==> config.mk <==
export PLATFORM = sky130hd
export DESIGN_NAME = bankers_safe_grant_engine
export DESIGN_NICKNAME = d
export VERILOG_FILES = /design/src/design/bsge_pkg.sv /design/src/design/bankers_safe_grant_engine.sv
export SDC_FILE = /design/constraint.sdc
export NUM_CORES = 2
export LEC_CHECK = 0
export BUFFER_PORTS_ARGS = -buffer_cell sky130_fd_sc_hd__buf_2
export CELL_PAD_IN_SITES_DETAIL_PLACEMENT = 1
export CELL_PAD_IN_SITES_GLOBAL_PLACEMENT = 2
export CORE_ASPECT_RATIO = 0.75
export CORE_UTILIZATION = 24
export CTS_CLUSTER_SIZE = 12
export DETAILED_ROUTE_END_ITERATION = 12
export PLACE_DENSITY = 0.5
export SYNTH_ARGS = -nofsm -noshare
export SYNTH_HDL_FRONTEND = slang
export SYNTH_MEMORY_MAX_BITS = 65536
export SYNTH_SLANG_ARGS = --single-unit
==> constraint.sdc <==
create_clock -name aclk -period 10.2 [get_ports aclk]
set_clock_uncertainty 0.05 [all_clocks]
set_input_delay 0.51 -clock aclk [delete_from_list [all_inputs] [get_ports aclk]]
set_output_delay 0.51 -clock aclk [all_outputs]
set_load 0.005 [all_outputs]
==> src/design/bsge_pkg.sv <==
// bsge_pkg: shared types and codes for the banker's safe grant engine
// holds request type codes, status codes, parameter defaults and the sequencer state type
// no dependencies

package bsge_pkg;

    // parameter defaults
    localparam int DEF_MAX_CLIENTS   = 16;
    localparam int DEF_MAX_RESOURCES = 8;
    localparam int DEF_UNIT_WIDTH    = 16;

    // field widths fixed by the interface
    localparam int REQ_TYPE_W   = 3;
    localparam int CLIENT_IDX_W = 4;
    localparam int RES_IDX_W    = 3;
    localparam int VALUE_W      = 16;
    localparam int STATUS_W     = 4;
    localparam int CFG_DATA_W   = 5;

    // configuration register indexes
    localparam logic CFG_CLIENT_COUNT   = 1'b0;
    localparam logic CFG_RESOURCE_COUNT = 1'b1;

    // request types
    localparam logic [REQ_TYPE_W-1:0] REQ_SET_TOTAL = 3'd0;
    localparam logic [REQ_TYPE_W-1:0] REQ_SET_MAX   = 3'd1;
    localparam logic [REQ_TYPE_W-1:0] REQ_SET_ALLOC = 3'd2;
    localparam logic [REQ_TYPE_W-1:0] REQ_ELEMENT   = 3'd3;
    localparam logic [REQ_TYPE_W-1:0] REQ_QUERY     = 3'd4;

    // status codes
    localparam logic [STATUS_W-1:0] ST_LOADED   = 4'd0;
    localparam logic [STATUS_W-1:0] ST_STORED   = 4'd1;
    localparam logic [STATUS_W-1:0] ST_GRANTED  = 4'd2;
    localparam logic [STATUS_W-1:0] ST_OVER_MAX = 4'd3;
    localparam logic [STATUS_W-1:0] ST_SHORT    = 4'd4;
    localparam logic [STATUS_W-1:0] ST_ROLLBACK = 4'd5;
    localparam logic [STATUS_W-1:0] ST_SAFE     = 4'd6;
    localparam logic [STATUS_W-1:0] ST_UNSAFE   = 4'd7;
    localparam logic [STATUS_W-1:0] ST_BAD_IDX  = 4'd8;

    // sequencer states
    typedef enum logic [4:0] {
        S_CLEAR,
        S_IDLE,
        S_RC_INIT,
        S_RC_RD,
        S_RC_SUB,
        S_RC_WR,
        S_DISPATCH,
        S_TOT_SUB,
        S_TOT_ADD,
        S_LAL_SUB,
        S_LAL_ADD,
        S_CHK_RD,
        S_CHK_NEED,
        S_CHK_OVER,
        S_CHK_AVAIL,
        S_CHK_END,
        S_APPLY_RD,
        S_APPLY_ALLOC,
        S_APPLY_AVAIL,
        S_SAFE_INIT,
        S_SAFE_CLIENT,
        S_SAFE_RD,
        S_SAFE_NEED,
        S_SAFE_CMP,
        S_SAFE_RET_RD,
        S_SAFE_RET,
        S_SAFE_END,
        S_UNDO_RD,
        S_UNDO_ALLOC,
        S_UNDO_AVAIL,
        S_RESP
    } state_t;

endpackage

==> src/design/bankers_safe_grant_engine.sv <==
// bankers_safe_grant_engine: deadlock-avoidance allocator with a greedy safety check
// one shared add/subtract unit under a sequencer; maximum and allocation tables in memories
// depends on bsge_pkg

// Each request returns exactly one status. A load of a total or an allocation entry
// adjusts the available count with a subtract and an add step; a maximum load or a plain
// request element goes straight to the response. A request vector's last element runs a
// check over the resources in use (read, need, over-maximum and availability steps each),
// a trial apply (read, allocation write and availability update each) and the safety
// pass; a safety query runs the pass alone. The pass visits every unfinished client once
// per round, testing its need per resource (read, need, compare) and, if it fits,
// returning its allocation per resource (read, add), and repeats rounds while some client
// finishes. A rolled back request adds a read, allocation write and availability update
// per resource. All table accesses go through one read port per table with registered
// read data, and every sum or compare through a single adder. After reset the block clears
// both tables, one entry a cycle over the next power of two of MAX_CLIENTS times the next
// power of two of MAX_RESOURCES entries (128 by default), before it takes a request. A
// configuration write recomputes the available counts, during which no request is taken.

module bankers_safe_grant_engine #(
    parameter int MAX_CLIENTS   = bsge_pkg::DEF_MAX_CLIENTS,
    parameter int MAX_RESOURCES = bsge_pkg::DEF_MAX_RESOURCES,
    parameter int UNIT_WIDTH    = bsge_pkg::DEF_UNIT_WIDTH
) (
    input  logic                              aclk,
    input  logic                              aresetn,
    input  logic                              cfg_we,
    input  logic                              cfg_index,
    input  logic [bsge_pkg::CFG_DATA_W-1:0]   cfg_data,
    input  logic                              s_valid,
    output logic                              s_ready,
    input  logic [bsge_pkg::REQ_TYPE_W-1:0]   s_req_type,
    input  logic [bsge_pkg::CLIENT_IDX_W-1:0] s_client_index,
    input  logic [bsge_pkg::RES_IDX_W-1:0]    s_resource_index,
    input  logic [bsge_pkg::VALUE_W-1:0]      s_value,
    input  logic                              s_last,
    output logic                              m_valid,
    input  logic                              m_ready,
    output logic [bsge_pkg::STATUS_W-1:0]     m_status
);

    localparam int CIW = (MAX_CLIENTS > 1) ? $clog2(MAX_CLIENTS) : 1;
    localparam int RIW = (MAX_RESOURCES > 1) ? $clog2(MAX_RESOURCES) : 1;
    localparam int CCW = $clog2(MAX_CLIENTS + 1);
    localparam int RCW = $clog2(MAX_RESOURCES + 1);
    localparam int CMW = (CCW > bsge_pkg::CLIENT_IDX_W) ? CCW : bsge_pkg::CLIENT_IDX_W;
    localparam int RMW = (RCW > bsge_pkg::RES_IDX_W) ? RCW : bsge_pkg::RES_IDX_W;
    localparam int AW  = CIW + RIW;
    localparam int MEM_DEPTH = 1 << AW;
    localparam int AVW = UNIT_WIDTH + $clog2(MAX_CLIENTS) + 2;
    localparam int DW  = AVW + 1;
    localparam int CC_RESET = (MAX_CLIENTS < 16) ? MAX_CLIENTS : 16;
    localparam int RC_RESET = (MAX_RESOURCES < 8) ? MAX_RESOURCES : 8;

    bsge_pkg::state_t state_reg, state_next;

    // configuration
    logic [CCW-1:0] cc_reg;
    logic [RCW-1:0] rc_reg;
    logic           recalc_pend_reg;

    // latched request
    logic [bsge_pkg::REQ_TYPE_W-1:0]   item_type_reg;
    logic [bsge_pkg::CLIENT_IDX_W-1:0] item_c_reg;
    logic [bsge_pkg::RES_IDX_W-1:0]    item_r_reg;
    logic [UNIT_WIDTH-1:0]             item_v_reg;
    logic                              item_last_reg;

    // resource state
    logic [UNIT_WIDTH-1:0]        total_reg [MAX_RESOURCES];
    logic signed [AVW-1:0]        avail_reg [MAX_RESOURCES];
    logic signed [AVW-1:0]        work_reg  [MAX_RESOURCES];
    logic [UNIT_WIDTH-1:0]        buf_reg   [MAX_RESOURCES];
    logic [CIW-1:0]               req_client_reg;
    logic [MAX_CLIENTS-1:0]       fin_reg;

    // sequencer scratch
    logic [CCW-1:0]        c_reg;
    logic [RCW-1:0]        r_reg;
    logic [AW-1:0]         clr_reg;
    logic signed [DW-1:0]  tmp_reg;
    logic                  over_reg;
    logic                  short_reg;
    logic                  fits_reg;
    logic                  progress_reg;
    logic [bsge_pkg::STATUS_W-1:0] status_reg;

    // output register
    logic                          m_valid_reg;
    logic [bsge_pkg::STATUS_W-1:0] m_status_reg;

    // tables
    logic [UNIT_WIDTH-1:0] max_mem   [MEM_DEPTH];
    logic [UNIT_WIDTH-1:0] alloc_mem [MEM_DEPTH];
    logic [UNIT_WIDTH-1:0] max_q_reg;
    logic [UNIT_WIDTH-1:0] alloc_q_reg;

    logic [AW-1:0]         mem_addr;
    logic                  max_we;
    logic                  alloc_we;
    logic [UNIT_WIDTH-1:0] max_wdata;
    logic [UNIT_WIDTH-1:0] alloc_wdata;

    // shared adder
    logic signed [DW-1:0] alu_a, alu_b, alu_res;
    logic                 alu_sub;
    logic                 alu_neg;

    // decode helpers
    logic [CMW-1:0]  item_c_ext;
    logic [RMW-1:0]  item_r_ext;
    logic            ok_c, ok_r;
    logic [RIW-1:0]  r_sel;
    logic [RCW-1:0]  r_inc;
    logic [CCW-1:0]  c_inc;
    logic            r_last;
    logic            rc_last;
    logic            c_end;
    logic [MAX_CLIENTS-1:0] act_mask;
    logic            all_done;
    logic            fits_now;
    logic            out_free;
    logic            accept;
    logic [31:0]     value_ext;

    assign item_c_ext = CMW'(item_c_reg);
    assign item_r_ext = RMW'(item_r_reg);
    assign ok_c       = item_c_ext < CMW'(cc_reg);
    assign ok_r       = item_r_ext < RMW'(rc_reg);
    assign r_inc      = r_reg + RCW'(1);
    assign c_inc      = c_reg + CCW'(1);
    assign r_last     = (r_inc == rc_reg);
    assign rc_last    = (r_inc == RCW'(MAX_RESOURCES));
    assign c_end      = (c_reg == cc_reg);
    assign fits_now   = fits_reg && !alu_neg;
    assign out_free   = !m_valid_reg || m_ready;
    assign value_ext  = 32'(s_value);

    assign s_ready = (state_reg == bsge_pkg::S_IDLE) && !recalc_pend_reg && !cfg_we;
    assign accept  = s_valid && s_ready;
    assign m_valid  = m_valid_reg;
    assign m_status = m_status_reg;

    // clients in use as a mask
    always_comb begin
        for (int i = 0; i < MAX_CLIENTS; i++) begin
            act_mask[i] = (CCW'(i) < cc_reg);
        end
    end
    assign all_done = &(fin_reg | ~act_mask);

    // resource index: item field for loads, counter for sweeps
    always_comb begin
        unique case (state_reg)
            bsge_pkg::S_TOT_SUB, bsge_pkg::S_TOT_ADD,
            bsge_pkg::S_LAL_SUB, bsge_pkg::S_LAL_ADD,
            bsge_pkg::S_DISPATCH:
                r_sel = item_r_ext[RIW-1:0];
            default:
                r_sel = r_reg[RIW-1:0];
        endcase
    end

    // next state
    always_comb begin
        state_next = state_reg;
        unique case (state_reg)
            bsge_pkg::S_CLEAR: begin
                if (clr_reg == '1) state_next = bsge_pkg::S_IDLE;
            end
            bsge_pkg::S_IDLE: begin
                if (recalc_pend_reg) state_next = bsge_pkg::S_RC_INIT;
                else if (accept) state_next = bsge_pkg::S_DISPATCH;
            end
            bsge_pkg::S_RC_INIT: state_next = bsge_pkg::S_RC_RD;
            bsge_pkg::S_RC_RD: begin
                state_next = c_end ? bsge_pkg::S_RC_WR : bsge_pkg::S_RC_SUB;
            end
            bsge_pkg::S_RC_SUB: state_next = bsge_pkg::S_RC_RD;
            bsge_pkg::S_RC_WR: begin
                state_next = rc_last ? bsge_pkg::S_IDLE : bsge_pkg::S_RC_INIT;
            end
            bsge_pkg::S_DISPATCH: begin
                state_next = bsge_pkg::S_RESP;
                case (item_type_reg)
                    bsge_pkg::REQ_SET_TOTAL: begin
                        if (ok_r) state_next = bsge_pkg::S_TOT_SUB;
                    end
                    bsge_pkg::REQ_SET_ALLOC: begin
                        if (ok_c && ok_r) state_next = bsge_pkg::S_LAL_SUB;
                    end
                    bsge_pkg::REQ_ELEMENT: begin
                        if (ok_c && ok_r && item_last_reg) state_next = bsge_pkg::S_CHK_RD;
                    end
                    bsge_pkg::REQ_QUERY: state_next = bsge_pkg::S_SAFE_INIT;
                    default: state_next = bsge_pkg::S_RESP;
                endcase
            end
            bsge_pkg::S_TOT_SUB:  state_next = bsge_pkg::S_TOT_ADD;
            bsge_pkg::S_TOT_ADD:  state_next = bsge_pkg::S_RESP;
            bsge_pkg::S_LAL_SUB:  state_next = bsge_pkg::S_LAL_ADD;
            bsge_pkg::S_LAL_ADD:  state_next = bsge_pkg::S_RESP;
            bsge_pkg::S_CHK_RD:   state_next = bsge_pkg::S_CHK_NEED;
            bsge_pkg::S_CHK_NEED: state_next = bsge_pkg::S_CHK_OVER;
            bsge_pkg::S_CHK_OVER: state_next = bsge_pkg::S_CHK_AVAIL;
            bsge_pkg::S_CHK_AVAIL: begin
                state_next = r_last ? bsge_pkg::S_CHK_END : bsge_pkg::S_CHK_RD;
            end
            bsge_pkg::S_CHK_END: begin
                state_next = (over_reg || short_reg) ? bsge_pkg::S_RESP
                                                     : bsge_pkg::S_APPLY_RD;
            end
            bsge_pkg::S_APPLY_RD:    state_next = bsge_pkg::S_APPLY_ALLOC;
            bsge_pkg::S_APPLY_ALLOC: state_next = bsge_pkg::S_APPLY_AVAIL;
            bsge_pkg::S_APPLY_AVAIL: begin
                state_next = r_last ? bsge_pkg::S_SAFE_INIT : bsge_pkg::S_APPLY_RD;
            end
            bsge_pkg::S_SAFE_INIT: state_next = bsge_pkg::S_SAFE_CLIENT;
            bsge_pkg::S_SAFE_CLIENT: begin
                if (c_end) begin
                    state_next = progress_reg ? bsge_pkg::S_SAFE_CLIENT : bsge_pkg::S_SAFE_END;
                end else if (!fin_reg[c_reg[CIW-1:0]]) begin
                    state_next = bsge_pkg::S_SAFE_RD;
                end
            end
            bsge_pkg::S_SAFE_RD:   state_next = bsge_pkg::S_SAFE_NEED;
            bsge_pkg::S_SAFE_NEED: state_next = bsge_pkg::S_SAFE_CMP;
            bsge_pkg::S_SAFE_CMP: begin
                if (!r_last) state_next = bsge_pkg::S_SAFE_RD;
                else if (fits_now) state_next = bsge_pkg::S_SAFE_RET_RD;
                else state_next = bsge_pkg::S_SAFE_CLIENT;
            end
            bsge_pkg::S_SAFE_RET_RD: state_next = bsge_pkg::S_SAFE_RET;
            bsge_pkg::S_SAFE_RET: begin
                state_next = r_last ? bsge_pkg::S_SAFE_CLIENT : bsge_pkg::S_SAFE_RET_RD;
            end
            bsge_pkg::S_SAFE_END: begin
                if (item_type_reg == bsge_pkg::REQ_QUERY || all_done)
                    state_next = bsge_pkg::S_RESP;
                else
                    state_next = bsge_pkg::S_UNDO_RD;
            end
            bsge_pkg::S_UNDO_RD:    state_next = bsge_pkg::S_UNDO_ALLOC;
            bsge_pkg::S_UNDO_ALLOC: state_next = bsge_pkg::S_UNDO_AVAIL;
            bsge_pkg::S_UNDO_AVAIL: begin
                state_next = r_last ? bsge_pkg::S_RESP : bsge_pkg::S_UNDO_RD;
            end
            bsge_pkg::S_RESP: begin
                if (out_free) state_next = bsge_pkg::S_IDLE;
            end
            default: state_next = bsge_pkg::S_IDLE;
        endcase
    end

    // adder operands, table address and write strobes
    always_comb begin
        alu_a       = '0;
        alu_b       = '0;
        alu_sub     = 1'b0;
        mem_addr    = {item_c_ext[CIW-1:0], item_r_ext[RIW-1:0]};
        max_we      = 1'b0;
        alloc_we    = 1'b0;
        max_wdata   = item_v_reg;
        alloc_wdata = item_v_reg;
        unique case (state_reg)
            bsge_pkg::S_CLEAR: begin
                mem_addr    = clr_reg;
                max_we      = 1'b1;
                alloc_we    = 1'b1;
                max_wdata   = '0;
                alloc_wdata = '0;
            end
            bsge_pkg::S_RC_INIT: begin
                alu_a = DW'(total_reg[r_sel]);
            end
            bsge_pkg::S_RC_RD: begin
                mem_addr = {c_reg[CIW-1:0], r_sel};
            end
            bsge_pkg::S_RC_SUB: begin
                mem_addr = {c_reg[CIW-1:0], r_sel};
                alu_a    = tmp_reg;
                alu_b    = DW'(alloc_q_reg);
                alu_sub  = 1'b1;
            end
            bsge_pkg::S_DISPATCH: begin
                max_we = (item_type_reg == bsge_pkg::REQ_SET_MAX) && ok_c && ok_r;
            end
            bsge_pkg::S_TOT_SUB: begin
                alu_a   = DW'(item_v_reg);
                alu_b   = DW'(total_reg[r_sel]);
                alu_sub = 1'b1;
            end
            bsge_pkg::S_TOT_ADD, bsge_pkg::S_LAL_ADD: begin
                alu_a = DW'(avail_reg[r_sel]);
                alu_b = tmp_reg;
            end
            bsge_pkg::S_LAL_SUB: begin
                alloc_we = 1'b1;
                alu_a    = DW'(alloc_q_reg);
                alu_b    = DW'(item_v_reg);
                alu_sub  = 1'b1;
            end
            bsge_pkg::S_CHK_RD, bsge_pkg::S_APPLY_RD, bsge_pkg::S_UNDO_RD: begin
                mem_addr = {req_client_reg, r_sel};
            end
            bsge_pkg::S_CHK_NEED: begin
                mem_addr = {req_client_reg, r_sel};
                alu_a    = DW'(max_q_reg);
                alu_b    = DW'(alloc_q_reg);
                alu_sub  = 1'b1;
            end
            bsge_pkg::S_CHK_OVER: begin
                mem_addr = {req_client_reg, r_sel};
                alu_a    = tmp_reg;
                alu_b    = DW'(buf_reg[r_sel]);
                alu_sub  = 1'b1;
            end
            bsge_pkg::S_CHK_AVAIL, bsge_pkg::S_APPLY_AVAIL: begin
                mem_addr = {req_client_reg, r_sel};
                alu_a    = DW'(avail_reg[r_sel]);
                alu_b    = DW'(buf_reg[r_sel]);
                alu_sub  = 1'b1;
            end
            bsge_pkg::S_APPLY_ALLOC: begin
                mem_addr    = {req_client_reg, r_sel};
                alu_a       = DW'(alloc_q_reg);
                alu_b       = DW'(buf_reg[r_sel]);
                alloc_we    = 1'b1;
                alloc_wdata = alu_res[UNIT_WIDTH-1:0];
            end
            bsge_pkg::S_UNDO_ALLOC: begin
                mem_addr    = {req_client_reg, r_sel};
                alu_a       = DW'(alloc_q_reg);
                alu_b       = DW'(buf_reg[r_sel]);
                alu_sub     = 1'b1;
                alloc_we    = 1'b1;
                alloc_wdata = alu_res[UNIT_WIDTH-1:0];
            end
            bsge_pkg::S_UNDO_AVAIL: begin
                mem_addr = {req_client_reg, r_sel};
                alu_a    = DW'(avail_reg[r_sel]);
                alu_b    = DW'(buf_reg[r_sel]);
            end
            bsge_pkg::S_SAFE_RD, bsge_pkg::S_SAFE_RET_RD: begin
                mem_addr = {c_reg[CIW-1:0], r_sel};
            end
            bsge_pkg::S_SAFE_NEED: begin
                mem_addr = {c_reg[CIW-1:0], r_sel};
                alu_a    = DW'(max_q_reg);
                alu_b    = DW'(alloc_q_reg);
                alu_sub  = 1'b1;
            end
            bsge_pkg::S_SAFE_CMP: begin
                mem_addr = {c_reg[CIW-1:0], r_sel};
                alu_a    = DW'(work_reg[r_sel]);
                alu_b    = tmp_reg;
                alu_sub  = 1'b1;
            end
            bsge_pkg::S_SAFE_RET: begin
                mem_addr = {c_reg[CIW-1:0], r_sel};
                alu_a    = DW'(work_reg[r_sel]);
                alu_b    = DW'(alloc_q_reg);
            end
            default: begin
                alu_a = '0;
            end
        endcase
    end

    // the one shared add/subtract unit
    assign alu_res = alu_sub ? (alu_a - alu_b) : (alu_a + alu_b);
    assign alu_neg = alu_res[DW-1];

    // maximum and allocation tables, registered read
    always_ff @(posedge aclk) begin
        if (max_we) max_mem[mem_addr] <= max_wdata;
        if (alloc_we) alloc_mem[mem_addr] <= alloc_wdata;
        max_q_reg   <= max_mem[mem_addr];
        alloc_q_reg <= alloc_mem[mem_addr];
    end

    // state register
    always_ff @(posedge aclk) begin
        if (!aresetn) state_reg <= bsge_pkg::S_CLEAR;
        else state_reg <= state_next;
    end

    // configuration registers and recompute request
    always_ff @(posedge aclk) begin
        if (!aresetn) begin
            cc_reg          <= CCW'(CC_RESET);
            rc_reg          <= RCW'(RC_RESET);
            recalc_pend_reg <= 1'b0;
        end else begin
            if (state_reg == bsge_pkg::S_IDLE && recalc_pend_reg) recalc_pend_reg <= 1'b0;
            if (cfg_we) begin
                recalc_pend_reg <= 1'b1;
                if (cfg_index == bsge_pkg::CFG_CLIENT_COUNT) begin
                    if (cfg_data == '0) cc_reg <= CCW'(1);
                    else if (int'(cfg_data) > MAX_CLIENTS) cc_reg <= CCW'(MAX_CLIENTS);
                    else cc_reg <= CCW'(cfg_data);
                end else begin
                    if (cfg_data[3:0] == '0) rc_reg <= RCW'(1);
                    else if (int'(cfg_data[3:0]) > MAX_RESOURCES) rc_reg <= RCW'(MAX_RESOURCES);
                    else rc_reg <= RCW'(cfg_data[3:0]);
                end
            end
        end
    end

    // request capture
    always_ff @(posedge aclk) begin
        if (accept) begin
            item_type_reg <= s_req_type;
            item_c_reg    <= s_client_index;
            item_r_reg    <= s_resource_index;
            item_v_reg    <= value_ext[UNIT_WIDTH-1:0];
            item_last_reg <= s_last;
        end
    end

    // sequencer datapath
    always_ff @(posedge aclk) begin
        if (!aresetn) begin
            clr_reg        <= '0;
            c_reg          <= '0;
            r_reg          <= '0;
            req_client_reg <= '0;
            fin_reg        <= '0;
            over_reg       <= 1'b0;
            short_reg      <= 1'b0;
            fits_reg       <= 1'b0;
            progress_reg   <= 1'b0;
            status_reg     <= bsge_pkg::ST_BAD_IDX;
            tmp_reg        <= '0;
            for (int i = 0; i < MAX_RESOURCES; i++) begin
                total_reg[i] <= '0;
                avail_reg[i] <= '0;
                buf_reg[i]   <= '0;
                work_reg[i]  <= '0;
            end
        end else begin
            case (state_reg)
                bsge_pkg::S_CLEAR: begin
                    clr_reg <= clr_reg + AW'(1);
                end
                bsge_pkg::S_IDLE: begin
                    r_reg <= '0;
                end
                bsge_pkg::S_RC_INIT: begin
                    tmp_reg <= alu_res;
                    c_reg   <= '0;
                end
                bsge_pkg::S_RC_SUB: begin
                    tmp_reg <= alu_res;
                    c_reg   <= c_inc;
                end
                bsge_pkg::S_RC_WR: begin
                    avail_reg[r_sel] <= AVW'(tmp_reg);
                    r_reg            <= r_inc;
                end
                bsge_pkg::S_DISPATCH: begin
                    status_reg <= bsge_pkg::ST_BAD_IDX;
                    r_reg      <= '0;
                    over_reg   <= 1'b0;
                    short_reg  <= 1'b0;
                    case (item_type_reg)
                        bsge_pkg::REQ_SET_TOTAL: begin
                            if (ok_r) status_reg <= bsge_pkg::ST_LOADED;
                        end
                        bsge_pkg::REQ_SET_MAX, bsge_pkg::REQ_SET_ALLOC: begin
                            if (ok_c && ok_r) status_reg <= bsge_pkg::ST_LOADED;
                        end
                        bsge_pkg::REQ_ELEMENT: begin
                            if (ok_c && ok_r) begin
                                req_client_reg   <= item_c_ext[CIW-1:0];
                                buf_reg[r_sel]   <= item_v_reg;
                                status_reg       <= bsge_pkg::ST_STORED;
                            end
                        end
                        default: status_reg <= bsge_pkg::ST_BAD_IDX;
                    endcase
                end
                bsge_pkg::S_TOT_SUB: begin
                    tmp_reg          <= alu_res;
                    total_reg[r_sel] <= item_v_reg;
                end
                bsge_pkg::S_LAL_SUB: begin
                    tmp_reg <= alu_res;
                end
                bsge_pkg::S_TOT_ADD, bsge_pkg::S_LAL_ADD, bsge_pkg::S_UNDO_AVAIL,
                bsge_pkg::S_APPLY_AVAIL: begin
                    avail_reg[r_sel] <= AVW'(alu_res);
                    r_reg            <= r_inc;
                    if (state_reg == bsge_pkg::S_UNDO_AVAIL && r_last) begin
                        status_reg <= bsge_pkg::ST_ROLLBACK;
                        for (int i = 0; i < MAX_RESOURCES; i++) buf_reg[i] <= '0;
                    end
                    if (r_last) r_reg <= '0;
                end
                bsge_pkg::S_CHK_NEED, bsge_pkg::S_SAFE_NEED: begin
                    tmp_reg <= alu_res;
                end
                bsge_pkg::S_CHK_OVER: begin
                    if (alu_neg) over_reg <= 1'b1;
                end
                bsge_pkg::S_CHK_AVAIL: begin
                    if (alu_neg) short_reg <= 1'b1;
                    r_reg <= r_last ? '0 : r_inc;
                end
                bsge_pkg::S_CHK_END: begin
                    if (over_reg || short_reg) begin
                        status_reg <= over_reg ? bsge_pkg::ST_OVER_MAX : bsge_pkg::ST_SHORT;
                        for (int i = 0; i < MAX_RESOURCES; i++) buf_reg[i] <= '0;
                    end
                end
                bsge_pkg::S_SAFE_INIT: begin
                    for (int i = 0; i < MAX_RESOURCES; i++) work_reg[i] <= avail_reg[i];
                    fin_reg      <= '0;
                    c_reg        <= '0;
                    r_reg        <= '0;
                    progress_reg <= 1'b0;
                end
                bsge_pkg::S_SAFE_CLIENT: begin
                    r_reg    <= '0;
                    fits_reg <= 1'b1;
                    if (c_end) begin
                        c_reg        <= '0;
                        progress_reg <= 1'b0;
                    end else if (fin_reg[c_reg[CIW-1:0]]) begin
                        c_reg <= c_inc;
                    end
                end
                bsge_pkg::S_SAFE_CMP: begin
                    fits_reg <= fits_now;
                    if (r_last) begin
                        r_reg <= '0;
                        if (!fits_now) c_reg <= c_inc;
                    end else begin
                        r_reg <= r_inc;
                    end
                end
                bsge_pkg::S_SAFE_RET: begin
                    work_reg[r_sel] <= AVW'(alu_res);
                    if (r_last) begin
                        r_reg                   <= '0;
                        fin_reg[c_reg[CIW-1:0]] <= 1'b1;
                        progress_reg            <= 1'b1;
                        c_reg                   <= c_inc;
                    end else begin
                        r_reg <= r_inc;
                    end
                end
                bsge_pkg::S_SAFE_END: begin
                    r_reg <= '0;
                    if (item_type_reg == bsge_pkg::REQ_QUERY) begin
                        status_reg <= all_done ? bsge_pkg::ST_SAFE : bsge_pkg::ST_UNSAFE;
                    end else if (all_done) begin
                        status_reg <= bsge_pkg::ST_GRANTED;
                        for (int i = 0; i < MAX_RESOURCES; i++) buf_reg[i] <= '0;
                    end
                end
                default: begin
                    clr_reg <= clr_reg;
                end
            endcase
        end
    end

    // result register
    always_ff @(posedge aclk) begin
        if (!aresetn) begin
            m_valid_reg  <= 1'b0;
            m_status_reg <= bsge_pkg::ST_LOADED;
        end else begin
            if (m_valid_reg && m_ready) m_valid_reg <= 1'b0;
            if (state_reg == bsge_pkg::S_RESP && out_free) begin
                m_valid_reg  <= 1'b1;
                m_status_reg <= status_reg;
            end
        end
    end

`ifndef NO_ASSERTIONS
    // one request at a time: ready drops right after an accept
    a_busy_after_accept: assert property (@(posedge aclk) disable iff (!aresetn)
        accept |=> !s_ready)
        else $error("request taken while a request is in flight");

    // a register write always triggers an availability recompute before the next request
    a_cfg_recompute: assert property (@(posedge aclk) disable iff (!aresetn)
        cfg_we |=> !s_ready)
        else $error("request window open right after a register write");

    // the safety pass never marks a client outside the count in use
    a_fin_in_range: assert property (@(posedge aclk) disable iff (!aresetn)
        (state_reg == bsge_pkg::S_SAFE_END) |-> ((fin_reg & ~act_mask) == '0))
        else $error("finished flag set for a client not in use");

    // a result is only loaded from the response state
    a_result_source: assert property (@(posedge aclk) disable iff (!aresetn)
        $rose(m_valid_reg) |-> $past(state_reg == bsge_pkg::S_RESP))
        else $error("result raised outside the response step");
`endif

endmodule
======== Yosys cells after proc, flatten, opt, wreduce, memory -nomap -nowiden ========
Memory sizes are Yosys's and may differ from the RTL's. A register that Yosys moved wholly into a read port is not among the register bits.
Cells that the tools add are included.
word-level totals
  memory bits (read-only) ................. 0
  latch bits .............................. 0
  memories kept ........................... 6
  memory bits (writable) .................. 4704
  word-level logic and storage cells ...... 370
  input port bits ......................... 38
  output and inout port bits .............. 6
  flip-flop bits (word level) ............. 114
operators by class
  equality and inequality tests ........... 52
  $lt $le $gt $ge ......................... 22
  muxes and demuxes ....................... 155
  reductions and logical operators ........ 71
  add/subtract/negate cells ............... 5
  shifts and indexed selects .............. 0
  multipliers ............................. 0
  div/mod/pow operators ................... 0
  bitwise gates (word level) .............. 37
memories
  memory     depth  width  read ports  clocked after memory_dff  wr ports  RTL line                         RTL
  alloc_mem  128    16     1           1                         1         bankers_safe_grant_engine.sv:94  logic [UNIT_WIDTH-1:0] alloc_mem [MEM_DEPTH];
  max_mem    128    16     1           1                         1         bankers_safe_grant_engine.sv:93  logic [UNIT_WIDTH-1:0] max_mem [MEM_DEPTH];
  avail_reg  8      22     9           0                         8         bankers_safe_grant_engine.sv:71  logic signed [AVW-1:0] avail_reg [MAX_RESOURCES];
  work_reg   8      22     1           0                         8         bankers_safe_grant_engine.sv:72  logic signed [AVW-1:0] work_reg [MAX_RESOURCES];
  buf_reg    8      16     1           0                         8         bankers_safe_grant_engine.sv:73  logic [UNIT_WIDTH-1:0] buf_reg [MAX_RESOURCES];
  total_reg  8      16     1           0                         8         bankers_safe_grant_engine.sv:70  logic [UNIT_WIDTH-1:0] total_reg [MAX_RESOURCES];
operators by type and width
  kind                  number
  $mux W16              28
  $mux W22              11
  $pmux W23 S7          1
  $pmux W5 S29          1
  $pmux W23 S5          1
  $mux W5               16
  $eq A5 B5 Y1 const B  15
  $pmux W16 S2          2
  $mux W4               15
  $mux W1               55
  $reduce_or A22 Y1     2
  $eq A5 B4 Y1 const B  8
  $lt A4 B5 Y1 const A  8
  $or A1 B1 Y1          33
  $or A16 B16 Y16       2
  $reduce_or A16 Y1     2
  $mux W3               9
  $pmux W5 S5           1
  $pmux W4 S3           2
  $add A23 B23 Y23      1
  $mux W23              1
  $sub A23 B23 Y23      1
  $pmux W7 S3           1
  $eq A5 B3 Y1 const B  4
  54 further kinds      122

======== Logic depth before layout (Yosys ltp) ========
An unclocked memory read counts as a cell.
  word-level depth ........................ 12
  gate-level depth with buffers ........... 31
  depth with buffers taken out ............ 26

======== Worst setup path after synthesis ========
Ideal clock, no wire load.
  path type ............................... reg2reg
  start ................................... register state_reg[2]
  end ..................................... memory alloc_mem[0][1] in the netlist's numbering (data pin)
  arrival ................................. 7.350 ns
  required time ........................... 9.232 ns
  buffers on the path ..................... 8
  cell stages (with the launch flop) ...... 20
  clock period less this slack ............ 8.318 ns
  setup time .............................. 0.918 ns
  setup slack ............................. 1.882 ns
  path through ............................ dfxtp_1 > nand2b_1 > buf_4 > o21ai_1 > buf_2 > a21oi_2 > buf_2 > buf_2 > buf_2 > clkbuf_1 > clkbuf_1 > mux2i_1 > o221ai_1 > nand2_1 > nand3_1 > nor3_1 > ha_1 > fa_1 > clkbuf_1 > mux2i_1
between the ends
  cells in the longest elaborated chain, start to end .. 8
  elaborated cells between the ends (all ways) .. 41
  those cells by class .................... add/sub: 2; eq/ne: 17; mux: 6; reduce/logical: 12; memory: 4
RTL lines
  what                                                  RTL line                                                            RTL
  from (decl)                                           bankers_safe_grant_engine.sv:55                                     bsge_pkg::state_t state_reg, state_next;
  from (signal assigned)                                bankers_safe_grant_engine.sv:384                                    if (!aresetn) state_reg <= bsge_pkg::S_CLEAR;
  from (signal assigned)                                bankers_safe_grant_engine.sv:385                                    else state_reg <= state_next;
  $eq A5 B4 Y1, or another cell as far along            bankers_safe_grant_engine.sv:154, bankers_safe_grant_engine.sv:265
  $reduce_or A5 Y1                                      bankers_safe_grant_engine.sv:154                                    unique case (state_reg)
  $mux W3                                               bankers_safe_grant_engine.sv:154
  $mem_v2 Z8 W22, or another cell as far along          --
  $pmux W23 S7 or $pmux W23 S5 (tied branches)          bankers_safe_grant_engine.sv:265                                    unique case (state_reg)
  $add A23 B23 Y23 or $sub A23 B23 Y23 (tied branches)  bankers_safe_grant_engine.sv:371                                    assign alu_res = alu_sub ? (alu_a - alu_b) : (alu_a + alu_b);
  $mux W23                                              bankers_safe_grant_engine.sv:371
  $pmux W16 S2 (*)                                      bankers_safe_grant_engine.sv:265
  named net alloc_wdata[1]                              bankers_safe_grant_engine.sv:102                                    logic [UNIT_WIDTH-1:0] alloc_wdata;
  to (decl)                                             bankers_safe_grant_engine.sv:94
Mark *: on every way through the listed nets, which the timed path passes. The rest lies on a longest branch.

==> results.ini <==
[power]
p_total_mw=60.5
power.switching_mw=22.1
p_leak_nw=68.2
p_comb_share_pct=29.8
intPower_mw=38.4
vdd_drop_max_v=0.000296
seqPwrFrac_pct=39.5
p_sw_share_pct=36.5
power_density_nw_per_um2=275
pwr-share-clk_pct=30.7

[placement]
hpwlAfterDp_mm=503
port_buffers=43
dp_worst_setup_slack_ns=1.36
detailed_place.area_um2=203000
gp_congestion=0.851

[worst_setup_path]
rr_worst_depth=26
required_ns=10.89
r2r_setup_slack_ns=1.08
r2r_end=avail_reg[6][20]
cp-start-kind=flop
crit_type=flop to flop
r2r_start=state_reg[1]
cp.arrival_ns=9.81
end_kind=flop
critPathMaxFanout=22

[timing]
min_period_ns=9.12
setup_tns_ns=0
worst_pin_slew_ns=1.46
maxSlewViolCount=0
setup_ws_ns=1.08
max_freq_mhz=110
fin_crit_sh_pct=89.4
hold_viol_final=0
grt_setup_unrepaired=false
relSlewSlack_pct=1.65
setup_viol_count_final=0

[grt]
grt_pass1_wl_mm=1070
grt_max_degree=133
first_global_vias=115000
overflow=0
antenna_found_initial=79
track_usage_pct=19.8

[routing]
vias=119000
wl_per_cell_um=35.1
totalWireLength_mm=798
wl_met2_mm=336
drc=0
detail-route-antenna-nets=0
top_layer_used=met5
detail_route.iter0.violations=15000
met1Wirelength_mm=392
wl_met3_mm=53.8
via_per_inst=5.23
firstDrtPassIters=12

[status]
status=complete, no violations

[floorplan]
die_height_um=765
io_pins=44
initial_core_util_pct=24.1
core_area_um2=771000
rows=279
die_w_mm=1.02
dieArea_um2=780000

[clock_network]
htree_num_levels=6
clockBufferDepth=5
cts_tree=yes
cts-buffers-inserted=554
clock_latency_ns=1.05
clk_pin_slew_worst_paths_ns=0.07
hold_buffers=41
cts_resized=0
cts.root.buffer_cell=clkbuf_16
clkSinkCount=4850
cts_setup_buffers=0

[synthesis]
ys_seq_area_share_pct=77.3
synth_fp_nets=11700
synth_edf_count=4683
ys.flop_type=edfxtp_1
postSynth.asyncResetShare_pct=0
synth.distinct_cells=103
yosys_warnings=0
netlist_top_cells_area=edfxtp_1 76%, a22oi_1 5.4%, a22o_1 2.3%
netlist_instances=11600
synthesis.area_um2=186000
avgSynthCellArea_um2=16.0
synth_top_area_cell=edfxtp_1
yosys.area.top_type_share_pct=75.5
synth_common_cells=4,683 x edfxtp_1, 1,331 x a22oi_1, 673 x nor2_1
yosys.cell_count.top_type=edfxtp_1
ys_seq_elements=4850

[worst_hold_path]
hold_path_end=item_v_reg[4]
hp-start=s_value[4]
hold_class=primary input to flop
hold_depth=2

[layout]
syn_to_final_growth_pct=17.9
reg_top3=alloc_mem: 2048 flops, max_mem: 2048 flops
drive_gt1_share_pct=15.0
fill_cells=80500
final_nets=12200
post-route-util_pct=28.5
design_area_um2=220000

[flow_run]
drv_cap=0

final cells by class:
cell class,instances,area (µm²),share of cell area (%)
sequential,4850,144000,65.5
multi-input combinational,5854,39900,18.2
clock buffer,756,15200,6.91
tap,10300,12800,5.84
timing repair buffer,785,6680,3.04
clock inverter,132,774,0.353
inverter,52,200,0.0911
antenna,28,70.1,0.0319
cells by family (layout without fill, tap and decap cells):
kind of cell	count (synthesis)	count (layout)	share of synthesized area, %
flops	4850	4850	77.3
compound gates	3465	3465	14.0
xor+xnor	50	50	0.239
buf+inv	906	1725	2.11
fa+ha+maj	35	35	0.239
simple gates	2198	2198	5.53
mux	106	106	0.627
other cells	0	28	0
layer usage:
metal	vias up	GRT usage, %
met3	834	3.35
met5	-	0
met4	8	4.23
met1	65000	30.9
met2	4513	28.6
li1	48500	-
per-stage QoR:
step	hold slack [ns]	std cells
2_1_floorplan	0.391	11600
3_3_place_gp	0.407	21800
3_5_place_dp	0.414	21800
4_1_cts	0.102	22700
5_1_grt	0.121	22700
6_report	0.165	22700
critical path: stages, from the launching register on:
cell and delay [ns]:
dfxtp_1 0.93, nand2_2 0.37, a311oi_4 0.75, a21o_2 0.62
nand2_1 0.31, o22ai_1 0.32, a211o_1 0.17, o221ai_1 0.18
inv_1 0.14, ha_1 0.18, o2111ai_1 0.30, nor4_4 0.58
nand2_1 0.31, nor4b_2 0.43, buf_4 0.21, a21oi_1 0.06
o22a_1 0.22, ha_1 0.37, o21a_1 0.13, nor2_1 0.06
nor4b_1 0.88, nor2_1 0.15, xor2_1 0.18, buf_4 0.19
nor2_1 0.06, a21oi_1 0.54, nor2_1 0.09
how the worst max path moves through the flow:
stage / from / end / slack [ns] / depth (start not counted)
floorplan: state_reg[2] / alloc_mem[0][1] / 1.88 / 19
global placement: state_reg[1] / avail_reg[6][20] / 1.44 / 26
detailed placement: state_reg[1] / avail_reg[3][20] / 1.36 / 26
CTS: state_reg[1] / avail_reg[7][20] / 1.31 / 26
global route: state_reg[1] / avail_reg[5][20] / 0.78 / 26
finish: state_reg[1] / avail_reg[6][20] / 1.08 / 26
power groups by stage:
stage / registers (mW) / logic [mW] / clock network [mW]
final: 23.9 / 18.0 / 18.6
after global placement: 24.3 / 17.9 / 0
after detailed placement: 24.3 / 17.9 / 0
after floorplan: 24.1 / 8.04 / 0
after CTS: 23.9 / 17.9 / 18.9
after global routing: 23.9 / 18.6 / 19.6
layout by cell type, fill, tap and decap left out, types with 61 or more instances in the layout:
cell,count
nor2_1,396
o21ai_0,211
and2_1,165
clkinv_1,90
nand3_1,164
a221oi_1,371
mux2i_1,61
edfxtp_1,4683
clkbuf_16,572
buf_12,61
clkbuf_1,167
a31oi_1,341
nor3_1,67
a22oi_1,1331
and3_1,76
nand4_1,190
o22ai_1,87
dfxtp_1,167
a22o_1,483
buf_4,637
a21oi_1,204
nand2_1,608
nor2_2,242
No activity file was read; power rests on OpenSTA's default activity.
